### src/rtl/pal_pkg.sv
// shared constants, operation codes and control/status structs for the positional array list
// used by pal_ctrl, pal_dpath and positional_array_list; no dependencies
package pal_pkg;

    localparam int CAPACITY      = 16;
    localparam int PAYLOAD_WIDTH = 32;
    localparam int KEY_W         = 32;
    localparam int POS_W         = 5;
    localparam int ADDR_W        = 4;
    localparam int CNT_W         = 5;
    localparam int FUNC_W        = 2;

    localparam logic [FUNC_W-1:0] FUNC_INSERT = 2'd0;
    localparam logic [FUNC_W-1:0] FUNC_DELETE = 2'd1;
    localparam logic [FUNC_W-1:0] FUNC_SEARCH = 2'd2;

    // controller to datapath
    typedef struct packed {
        logic load;
        logic check;
        logic walk;
        logic finish;
        logic emit;
    } cmd_t;

    // datapath to controller
    typedef struct packed {
        logic              err;
        logic [FUNC_W-1:0] op;
        logic              walk_done;
    } stat_t;

endpackage

### src/rtl/pal_ctrl.sv
// controller state machine for the positional array list
// depends on pal_pkg for the command and status structs and operation codes
module pal_ctrl (
    input  logic           clk,
    input  logic           rst_n,
    input  logic           start,
    input  pal_pkg::stat_t stat,
    output pal_pkg::cmd_t  cmd,
    output logic           busy
);

    typedef enum logic [2:0] {
        S_IDLE,
        S_CHECK,
        S_WALK,
        S_FINISH,
        S_DONE
    } state_t;

    state_t state_reg;
    state_t state_next;

    always_comb
    begin
        state_next = state_reg;
        cmd        = '0;
        case (state_reg)
            S_IDLE:
            begin
                if (start)
                begin
                    cmd.load   = 1'b1;
                    state_next = S_CHECK;
                end
            end
            S_CHECK:
            begin
                cmd.check = 1'b1;
                if (stat.err)
                    state_next = S_DONE;
                else
                    state_next = S_WALK;
            end
            S_WALK:
            begin
                cmd.walk = 1'b1;
                if (stat.walk_done)
                begin
                    if (stat.op == pal_pkg::FUNC_SEARCH)
                        state_next = S_DONE;
                    else
                        state_next = S_FINISH;
                end
            end
            S_FINISH:
            begin
                cmd.finish = 1'b1;
                state_next = S_DONE;
            end
            S_DONE:
            begin
                cmd.emit   = 1'b1;
                state_next = S_IDLE;
            end
            default:
            begin
                state_next = S_IDLE;
            end
        endcase
    end

    always_ff @(posedge clk or negedge rst_n)
    begin
        if (!rst_n)
            state_reg <= S_IDLE;
        else
            state_reg <= state_next;
    end

    assign busy = (state_reg != S_IDLE);

endmodule

### src/rtl/pal_dpath.sv
// datapath of the positional array list: entry memories, walk pointer, count and result registers
// depends on pal_pkg for widths, operation codes and the command and status structs
module pal_dpath (
    input  logic                              clk,
    input  logic                              rst_n,
    input  pal_pkg::cmd_t                     cmd,
    output pal_pkg::stat_t                    stat,
    input  logic [pal_pkg::FUNC_W-1:0]        func,
    input  logic [pal_pkg::POS_W-1:0]         position,
    input  logic signed [pal_pkg::KEY_W-1:0]  entry_key,
    input  logic [31:0]                       entry_payload,
    output logic                              status,
    output logic                              found,
    output logic [pal_pkg::ADDR_W-1:0]        found_position,
    output logic [pal_pkg::CNT_W-1:0]         entry_count,
    output logic                              is_empty,
    output logic                              is_full
);

    logic signed [pal_pkg::KEY_W-1:0]  key_mem [pal_pkg::CAPACITY];
    logic [pal_pkg::PAYLOAD_WIDTH-1:0] pay_mem [pal_pkg::CAPACITY];

    logic [pal_pkg::FUNC_W-1:0]        func_reg;
    logic [pal_pkg::POS_W-1:0]         pos_reg;
    logic signed [pal_pkg::KEY_W-1:0]  key_reg;
    logic [pal_pkg::PAYLOAD_WIDTH-1:0] pay_reg;
    logic [pal_pkg::CNT_W-1:0]         count_reg;
    logic [pal_pkg::CNT_W-1:0]         ptr_reg;
    logic                              pend_reg;
    logic [pal_pkg::ADDR_W-1:0]        addr_reg;
    logic signed [pal_pkg::KEY_W-1:0]  rd_key_reg;
    logic [pal_pkg::PAYLOAD_WIDTH-1:0] rd_pay_reg;
    logic                              status_reg;
    logic                              found_reg;
    logic [pal_pkg::ADDR_W-1:0]        fpos_reg;

    logic                              is_ins;
    logic                              is_del;
    logic                              is_srch;
    logic                              err;
    logic                              more;
    logic [pal_pkg::CNT_W-1:0]         ptr_m1;
    logic [pal_pkg::ADDR_W-1:0]        rd_addr;
    logic                              rd_en;
    logic                              hit;
    logic                              wr_en;
    logic [pal_pkg::ADDR_W-1:0]        wr_addr;
    logic signed [pal_pkg::KEY_W-1:0]  wr_key;
    logic [pal_pkg::PAYLOAD_WIDTH-1:0] wr_pay;
    logic [pal_pkg::CNT_W-1:0]         ptr_init;

    assign is_ins  = (func_reg == pal_pkg::FUNC_INSERT);
    assign is_del  = (func_reg == pal_pkg::FUNC_DELETE);
    assign is_srch = (func_reg == pal_pkg::FUNC_SEARCH);

    always_comb
    begin
        case (func_reg)
            pal_pkg::FUNC_INSERT:
                err = (count_reg == pal_pkg::CNT_W'(pal_pkg::CAPACITY)) || (pos_reg > count_reg);
            pal_pkg::FUNC_DELETE:
                err = (count_reg == '0) || (pos_reg >= count_reg);
            pal_pkg::FUNC_SEARCH:
                err = 1'b0;
            default:
                err = 1'b1;
        endcase
    end

    // insert walks down from the top reading ptr-1, delete and search walk up reading ptr
    assign ptr_m1  = ptr_reg - 1'b1;
    assign more    = is_ins ? (ptr_reg > pos_reg) : (ptr_reg < count_reg);
    assign rd_addr = is_ins ? ptr_m1[pal_pkg::ADDR_W-1:0] : ptr_reg[pal_pkg::ADDR_W-1:0];
    assign rd_en   = cmd.walk && more;
    assign hit     = pend_reg && is_srch && (rd_key_reg == key_reg);

    always_comb
    begin
        case (func_reg)
            pal_pkg::FUNC_INSERT: ptr_init = count_reg;
            pal_pkg::FUNC_DELETE: ptr_init = pos_reg + 1'b1;
            default:              ptr_init = '0;
        endcase
    end

    // pending beat from last cycle's read lands one slot over; finish drops in the new entry
    always_comb
    begin
        wr_en   = 1'b0;
        wr_addr = addr_reg;
        wr_key  = rd_key_reg;
        wr_pay  = rd_pay_reg;
        if (cmd.finish && is_ins)
        begin
            wr_en   = 1'b1;
            wr_addr = pos_reg[pal_pkg::ADDR_W-1:0];
            wr_key  = key_reg;
            wr_pay  = pay_reg;
        end
        else if (cmd.walk && pend_reg && is_ins)
        begin
            wr_en   = 1'b1;
            wr_addr = addr_reg + 1'b1;
        end
        else if (cmd.walk && pend_reg && is_del)
        begin
            wr_en   = 1'b1;
            wr_addr = addr_reg - 1'b1;
        end
    end

    always_ff @(posedge clk)
    begin
        if (wr_en)
        begin
            key_mem[wr_addr] <= wr_key;
            pay_mem[wr_addr] <= wr_pay;
        end
        if (rd_en)
        begin
            rd_key_reg <= key_mem[rd_addr];
            rd_pay_reg <= pay_mem[rd_addr];
        end
    end

    always_ff @(posedge clk)
    begin
        if (cmd.load)
        begin
            func_reg <= func;
            pos_reg  <= position;
            key_reg  <= entry_key;
            pay_reg  <= entry_payload[pal_pkg::PAYLOAD_WIDTH-1:0];
        end
        if (cmd.check)
            ptr_reg <= ptr_init;
        else if (rd_en)
            ptr_reg <= is_ins ? ptr_m1 : ptr_reg + 1'b1;
        if (rd_en)
            addr_reg <= rd_addr;
        if (cmd.walk && hit && !found_reg)
            fpos_reg <= addr_reg;
        else if (cmd.load)
            fpos_reg <= '0;
    end

    always_ff @(posedge clk or negedge rst_n)
    begin
        if (!rst_n)
        begin
            count_reg  <= '0;
            pend_reg   <= 1'b0;
            status_reg <= 1'b0;
            found_reg  <= 1'b0;
        end
        else
        begin
            if (cmd.check)
                pend_reg <= 1'b0;
            else if (cmd.walk)
                pend_reg <= more;
            if (cmd.load)
            begin
                status_reg <= 1'b0;
                found_reg  <= 1'b0;
            end
            else if (cmd.check)
                status_reg <= err;
            else if (cmd.walk && hit)
                found_reg <= 1'b1;
            if (cmd.finish && is_ins)
                count_reg <= count_reg + 1'b1;
            else if (cmd.finish && is_del)
                count_reg <= count_reg - 1'b1;
        end
    end

    assign stat.err       = err;
    assign stat.op        = func_reg;
    assign stat.walk_done = hit || (!more && !pend_reg);

    assign status         = status_reg;
    assign found          = found_reg;
    assign found_position = fpos_reg;
    assign entry_count    = count_reg;
    assign is_empty       = (count_reg == '0);
    assign is_full        = (count_reg == pal_pkg::CNT_W'(pal_pkg::CAPACITY));

endmodule

### src/rtl/positional_array_list.sv
// Ordered list of up to 16 key/payload entries with insert, delete and search by key.
// A command is taken when start is high and busy is low; busy then stays high until the
// single-cycle done strobe, which carries the result and cannot be held off, so the
// receiver must take it in that cycle. One entry moves or is compared per cycle through
// the one read port of the entry memory. After the start beat a command is checked and
// then walks the entries; an insert or delete then finishes, which updates the count and
// for an insert writes the new entry, before the done strobe. A search goes straight to
// done and stops early on a match, and a rejected command skips the walk.
// depends on pal_pkg, pal_ctrl and pal_dpath
module positional_array_list (
    input  logic                              clk,
    input  logic                              rst_n,
    input  logic                              start,
    output logic                              busy,
    input  logic [pal_pkg::FUNC_W-1:0]        func,
    input  logic [pal_pkg::POS_W-1:0]         position,
    input  logic signed [pal_pkg::KEY_W-1:0]  entry_key,
    input  logic [31:0]                       entry_payload,
    output logic                              done,
    output logic                              status,
    output logic                              found,
    output logic [pal_pkg::ADDR_W-1:0]        found_position,
    output logic [pal_pkg::CNT_W-1:0]         entry_count,
    output logic                              is_empty,
    output logic                              is_full
);

    pal_pkg::cmd_t  cmd;
    pal_pkg::stat_t stat;

    pal_ctrl u_ctrl (
        .clk   (clk),
        .rst_n (rst_n),
        .start (start),
        .stat  (stat),
        .cmd   (cmd),
        .busy  (busy)
    );

    pal_dpath u_dpath (
        .clk            (clk),
        .rst_n          (rst_n),
        .cmd            (cmd),
        .stat           (stat),
        .func           (func),
        .position       (position),
        .entry_key      (entry_key),
        .entry_payload  (entry_payload),
        .status         (status),
        .found          (found),
        .found_position (found_position),
        .entry_count    (entry_count),
        .is_empty       (is_empty),
        .is_full        (is_full)
    );

    assign done = cmd.emit;

endmodule

### config.mk
export PLATFORM = sky130hd
export DESIGN_NAME = positional_array_list
export DESIGN_NICKNAME = d
export VERILOG_FILES = /design/src/rtl/pal_pkg.sv /design/src/rtl/pal_ctrl.sv /design/src/rtl/pal_dpath.sv /design/src/rtl/positional_array_list.sv
export SDC_FILE = /design/constraint.sdc
export NUM_CORES = 1
export LEC_CHECK = 0
export BUFFER_PORTS_ARGS = -buffer_cell sky130_fd_sc_hd__buf_2
export CORE_MARGIN = 2
export CORE_UTILIZATION = 48
export CTS_CLUSTER_DIAMETER = 50
export DETAILED_ROUTE_END_ITERATION = 10
export SLEW_MARGIN = 20
export SYNTH_ARGS = -nofsm -noshare
export SYNTH_HDL_FRONTEND = slang
export SYNTH_SLANG_ARGS = --single-unit
### constraint.sdc
create_clock -name clk -period 5.8 [get_ports clk]
set_input_delay 0.58 -clock clk [delete_from_list [all_inputs] [get_ports clk]]
set_output_delay 0.58 -clock clk [all_outputs]
set_load 0.05 [all_outputs]
==> results of run 1 <==
## power by group
part           internal, µW  total, µW  switching [µW]
clock                  2680       4420            1740
sequential             5300       5500             201
combinational          1800       3960            2160
## cell usage in the layout, fill, tap and decap left out, types with 3 or more instances in the layout
| master | count |
|---|---|
| nor2_4 | 18 |
| xor2_1 | 23 |
| o31ai_1 | 3 |
| clkinv_8 | 3 |
| buf_12 | 5 |
| buf_2 | 56 |
| clkbuf_16 | 70 |
| clkbuf_1 | 8 |
| and2_1 | 7 |
| nor2b_1 | 4 |
| o21ai_0 | 12 |
| a22o_1 | 33 |
| edfxtp_1 | 596 |
| inv_1 | 16 |
| clkinv_2 | 11 |
| nand2_1 | 118 |
| inv_6 | 7 |
| ha_1 | 23 |
| a21oi_1 | 9 |
| a221o_1 | 32 |
| dfrtp_1 | 11 |
| bufinv_16 | 10 |
| o22ai_1 | 4 |
| nor2_1 | 6 |
| xnor2_1 | 27 |
| nor3_1 | 8 |
| clkinv_1 | 10 |
| buf_4 | 34 |
| mux4_2 | 128 |
| a31oi_1 | 4 |
| mux2i_1 | 4 |
| nor4_1 | 7 |
| inv_2 | 3 |
| nand4_1 | 8 |
| nand3_1 | 6 |
## metal layers
metal / part of all wire, % / vias to the layer above
met5: 0 / -
li1: - / 5189
met2: 48 / 400
met4: 1.9 / 0
met1: 44 / 6390
met3: 5.8 / 73
## worst register-to-register path, stage by stage (launching register included)
cell and delay [ps]:
edfxtp_1 570, or2_1 550, nor2_4 540, inv_2 440, o32ai_1 300, nand2_1 320, nor2_4 750, buf_4 400
## worst paths after layout
kind,from,end,depth (start not counted)
worst min-delay path,entry_key[13],u_dpath.key_reg[13]$_DFFE_PP_,1
max in group asynchronous,rst_n,u_dpath.entry_count[1]$_DFFE_PN0P_,2
worst min register to register,u_dpath.status$_DFFE_PN0P_,u_dpath.status$_DFFE_PN0P_,1
worst max register to register,u_dpath.func_reg[1]$_DFFE_PP_,u_dpath.key_mem[3][16]$_DFFE_PP_,7
worst max-delay path,u_dpath.func_reg[1]$_DFFE_PP_,u_dpath.key_mem[3][16]$_DFFE_PP_,7
min in group asynchronous,rst_n,u_dpath.found$_DFFE_PN0P_,2
## stage by stage
stage | cell area (µm²) | hold WS [ps] | utilization, %
after detailed placement | 25500 | 469 | 51.1
after global routing | 27800 | 129 | 55.7
after CTS | 27800 | 122 | 55.7
after floorplan | 24200 | 284 | -
final | 27800 | 158 | 55.7
after global placement | 25500 | 460 | 51.1
## layout make-up
cell class                 instances  area [µm²]  share of cell area (%)
clock inverter                    45         534                    1.92
clock buffer                      78        1780                    6.40
timing repair buffer              96         646                    2.32
inverter                          20        87.6                   0.315
multi-input combinational        526        5780                    20.8
tap                              672         841                    3.02
sequential                       607       18200                    65.3
## cells by family after synthesis
| kind of cell | count (synthesis) | share of synthesized area, % |
|---|---|---|
| compound gates | 119 | 4.11 |
| xor+xnor | 50 | 1.81 |
| fa+ha+maj | 25 | 1.33 |
| buf+inv | 77 | 1.62 |
| flops | 607 | 75.2 |
| mux | 132 | 12.1 |
| simple gates | 200 | 3.84 |
## what timing repair did
item	in CTS	in global routing
gates resized for setup	0	0
hold endpoints to repair	11	0
hold buffers	1	0
==> flow_metrics.tcl, run 1 <==
set metrics [dict create \
    start_kind "flop" \
    vdd_drop_max_v 0.000412 \
    period_minus_slack_ps 4210 \
    start_util_pct 48.4 \
    cts_setup_buffers 0 \
    max_cap_violations 0 \
    drtIter0Drc 1362 \
    worst_ep_required_time_ps 6070 \
    finalNetCount 1418 \
    rows 82 \
    crit_top_cell "nor2_4" \
    yosys_warnings 0 \
    synth-seq-cells 607 \
    vias 12052 \
    r2r_slack_ps 1590 \
    grt_max_degree 101 \
    drtPass1Iterations 5 \
    antenna_found_initial 0 \
    ys.flop_type "edfxtp_1" \
    setup_viol 0 \
    path_delay_family "simple AND/OR/NAND/NOR gates" \
    port-buffer-count 56 \
    gp_congestion 0.796 \
    cts.reportedPaths.clkPinSlew_ps 60 \
    dp_cells 1920 \
    root_buffer "clkbuf_16" \
    synth-seq-area-share_pct 75.2 \
    busiest_layer "met2" \
    grt_pass1_vias 12179 \
    rsz0062_at_grt "false" \
    fill_cells 3803 \
    coreArea_mm2 0.0500 \
    finalHoldViolations 0 \
    layout-drive-gt1-share_pct 26.4 \
    gr-usage-all-layers_pct 21.9 \
    met2_usage_pct 34.8 \
    setup_tns_ps 0 \
    cp_data_arrival_time_ps 4480 \
    synth_area_per_cell_um2 20.0 \
    met3_usage_pct 3.63 \
    synth_area_mm2 0.0242 \
    use_met1_pct 32.0 \
    synth_top_area_cell "edfxtp_1" \
    area_delta_synth_final_pct 15.2 \
    criticalPathCategory "flop to flop" \
    tightest_slew_ps 1000 \
    dpl_worst_slack_ps 1560 \
    clkLatencyLatePin_ps 600 \
    async_reset_ff_share_pct 1.81 \
    ant_nets 0 \
    grt-ovfl-total 0 \
    h-tree-depth 3 \
    clk_path_buf_depth 3 \
    die_h_um 228 \
    finalNonFillerCells 2044 \
    max_slew_margin_pct 33.0 \
    wirelength_um 55800 \
    cp_cell_sequence "or2_1 -> nor2_4 -> inv_2 -> o32ai_1 -> nand2_1 -> nor2_4 -> buf_4" \
    grt_pass1_wl_um 82600 \
    synth_top_area_share_pct 74.1 \
    cts_buffers 68 \
    yosysMostFrequentCell "edfxtp_1" \
    max_freq_ghz 0.237 \
    cp_slowest_cell "nor2_4" \
    die_w_um 228 \
    largest_reg_flops 512 \
    synth_edf_count 596 \
    powerDensity_mw_per_mm2 499 \
    drv_slew 0 \
    wl_per_cell_um 27.3 \
    tritoncts "built" \
    fin_skew_ps 17.8 \
    synth_top_cells_by_count "edfxtp_1, mux4_2, nand2_1, a22o_1, a221o_1" \
    ys_types 63 \
    cp_max_fo 29 \
    leakagePower_uw 0.00921 \
    slowest_delay_ps 750 \
    dieArea_mm2 0.0522 \
    total_power_uw 13900 \
    syn-num-nets 1309 \
    worstSetupEndpointType "flop" \
    drc 0 \
    setup_ws_ps 1590 \
    routed_via_density 5.90 \
    pin_count 89 \
    cts.sinks 607 \
    min_path_type "input pin to flop" \
    syn_inst 1210 \
    diodes 0 \
    ys_top_cells_by_area "edfxtp_1, mux4_2, nand2_1" \
    status "complete, no violations" \
    worst-path-buf-inv 2 \
    fin_crit_sh_pct 72.6 \
    dp_hpwl_um 30800 \
]
Note: power is estimated with default switching activity, not from simulation.
==> run 2: changes to the inputs <==
--- a/config.mk
+++ b/config.mk
@@ -10,6 +10,7 @@
 export CORE_UTILIZATION = 48
 export CTS_CLUSTER_DIAMETER = 50
 export DETAILED_ROUTE_END_ITERATION = 10
+export PLACE_DENSITY = 0.67
 export SLEW_MARGIN = 20
 export SYNTH_ARGS = -nofsm -noshare
 export SYNTH_HDL_FRONTEND = slang
==> constraint.sdc (replaced) <==
create_clock -name clk -period 3.85 [get_ports clk]
set_input_delay 0.385 -clock clk [delete_from_list [all_inputs] [get_ports clk]]
set_output_delay 0.385 -clock clk [all_outputs]
set_load 0.05 [all_outputs]
==> flow_metrics.tcl, run 2 (synthesis gave the netlist of run 1 again) <==
set metrics [dict create \
    postCtsResizedCells 0 \
    drtPass1Iterations 5 \
    die_w_um 228 \
    rows 82 \
    drtIter0Drc 1326 \
    h-tree-depth 3 \
    dp_hpwl_um 29400 \
    port-buffer-count 56 \
    cp_max_fo 11 \
    hold_buffers 34 \
    antenna_found_initial 2 \
    start_util_pct 48.4 \
    cts_buffers 67 \
    tritoncts "built" \
    hold_path_end "u_dpath.key_reg[4]$_DFFE_PP_" \
    tightest_slew_ps 1050 \
    max_slew_margin_pct 29.9 \
    die_h_um 228 \
    p_sw_uw 6100 \
    cp_data_arrival_time_ps 3690 \
    p_int_uw 14500 \
    start_kind "flop" \
    dpl_worst_slack_ps 521 \
    wirelength_um 55500 \
    area_delta_synth_final_pct 17.1 \
    r2r_slack_ps 500 \
    gp_congestion 0.821 \
    routed_via_density 5.92 \
    max_cap_violations 0 \
    cts.sinks 607 \
    worstSetupEndpointType "flop" \
    gr-usage-all-layers_pct 21.6 \
    r2r_cells 7 \
    min_path_cells 1 \
    finalNetCount 1457 \
    criticalPathCategory "flop to flop" \
    cts.reportedPaths.clkPinSlew_ps 60 \
    clkLatencyLatePin_ps 590 \
    wl_per_cell_um 26.7 \
    grt-ovfl-total 0 \
    combPwrFrac_pct 29.7 \
    rr_startpoint "u_dpath.ptr_reg[0]$_DFFE_PP_" \
    status "complete, no violations" \
    p_seq_share_pct 40.2 \
    ant_nets 0 \
    leakagePower_uw 0.00935 \
    final_common_cell "edfxtp_1" \
    min_path_type "input pin to flop" \
    dieArea_mm2 0.0522 \
    finalHoldViolations 0 \
    setup_viol 0 \
    final_cell_mix "edfxtp_1, mux4_2, nand2_1" \
    drc 0 \
    rsz0062_at_grt "false" \
    clk_path_buf_depth 3 \
    fin_crit_sh_pct 87.0 \
    root_buffer "clkbuf_16" \
    grt_max_degree 48 \
    vdd_drop_max_v 0.000436 \
    pin_count 89 \
    grt_pass1_vias 12595 \
    worst_ep_required_time_ps 4190 \
    grt_pass1_wl_um 81300 \
    r2r_end "u_dpath.rd_key_reg[22]$_DFFE_PP_" \
    cts_setup_buffers 0 \
    clockPowerShare_pct 30.0 \
    max_freq_ghz 0.298 \
    vias 12337 \
    coreArea_mm2 0.0500 \
    setup_ws_ps 499 \
    largest_reg_flops 512 \
    drv_slew 0 \
    swShare_pct 29.6 \
    powerDensity_mw_per_mm2 727 \
    period_minus_slack_ps 3350 \
    layout-drive-gt1-share_pct 25.0 \
    fin_skew_ps 28.1 \
    hold_path_startpoint "entry_key[4]" \
    setup_tns_ps 0 \
]
==> run 2: changes by cell type in the layout (fill, tap and decap cells not counted), sizes merged, moves of 2 or more <==
cell | previous run | this run
buf | 95 | 101
bufinv | 10 | 4
clkbuf | 78 | 82
clkinv | 26 | 28
dlygate4sd3 | 1 | 35
inv | 28 | 26
==> run 2: power groups by stage <==
stage               Clock [µW]  Sequential (µW)  Combinational, µW
floorplan                    0             8410               4380
global placement             0             8410               6050
detailed placement           0             8410               6140
CTS                       6280             8280               6180
global route              6530             8310               6570
finish                    6180             8280               6120
==> run 2: area by class of cell <==
type | instances | area, µm²
fill | 3706 | 21700
sequential | 607 | 18200
multi-input combinational | 526 | 5770
clock buffer | 82 | 1820
timing repair buffer | 136 | 1280
tap | 672 | 841
clock inverter | 39 | 332
inverter | 20 | 87.6
antenna | 1 | 2.50
==> run 2: routing by layer <==
metal | global-route usage (%) | up-vias | wire, µm
met2 | 35.2 | 522 | 27200
li1 | - | 5267 | -
met5 | 0 | - | 13
met4 | 8.09 | 2 | 1790
met3 | 4.52 | 117 | 4210
met1 | 28.9 | 6429 | 22300
==> run 2: worst max path at each step <==
stage                                             endpoint  cells past startpoint                             from
after global routing      u_dpath.key_mem[8][19]$_DFFE_PP_                      7    u_dpath.func_reg[1]$_DFFE_PP_
after global placement    u_dpath.rd_key_reg[29]$_DFFE_PP_                      7     u_dpath.ptr_reg[0]$_DFFE_PP_
final                     u_dpath.rd_key_reg[22]$_DFFE_PP_                      7     u_dpath.ptr_reg[0]$_DFFE_PP_
after detailed placement   u_dpath.key_mem[8][7]$_DFFE_PP_                      7    u_dpath.func_reg[1]$_DFFE_PP_
after floorplan           u_dpath.key_mem[14][0]$_DFFE_PP_                      7  u_ctrl.state_reg[0]$_DFFE_PN0P_
after CTS                 u_dpath.key_mem[8][10]$_DFFE_PP_                      7    u_dpath.func_reg[1]$_DFFE_PP_
==> run 2: through the flow <==
stage                     power (µW)  instances  hold slack (ps)  instance area, µm²  utilization, %
after global placement         14500       1926              267               25800            51.6
final                          20600       2083             18.0               28300            56.7
after detailed placement       14600       1926              270               25800            51.6
after floorplan                12800       1210             89.4               24200               -
after CTS                      20700       2081             1.43               28300            56.6
after global routing           21400       2082             1.89               28300            56.6
==> run 2: critical path, stage by stage (launching register included) <==
cell,delay [ps]
edfxtp_1,500
inv_1,300
ha_1,340
o21ai_4,770
buf_4,360
mux4_2,320
a22o_1,240
a221o_1,270
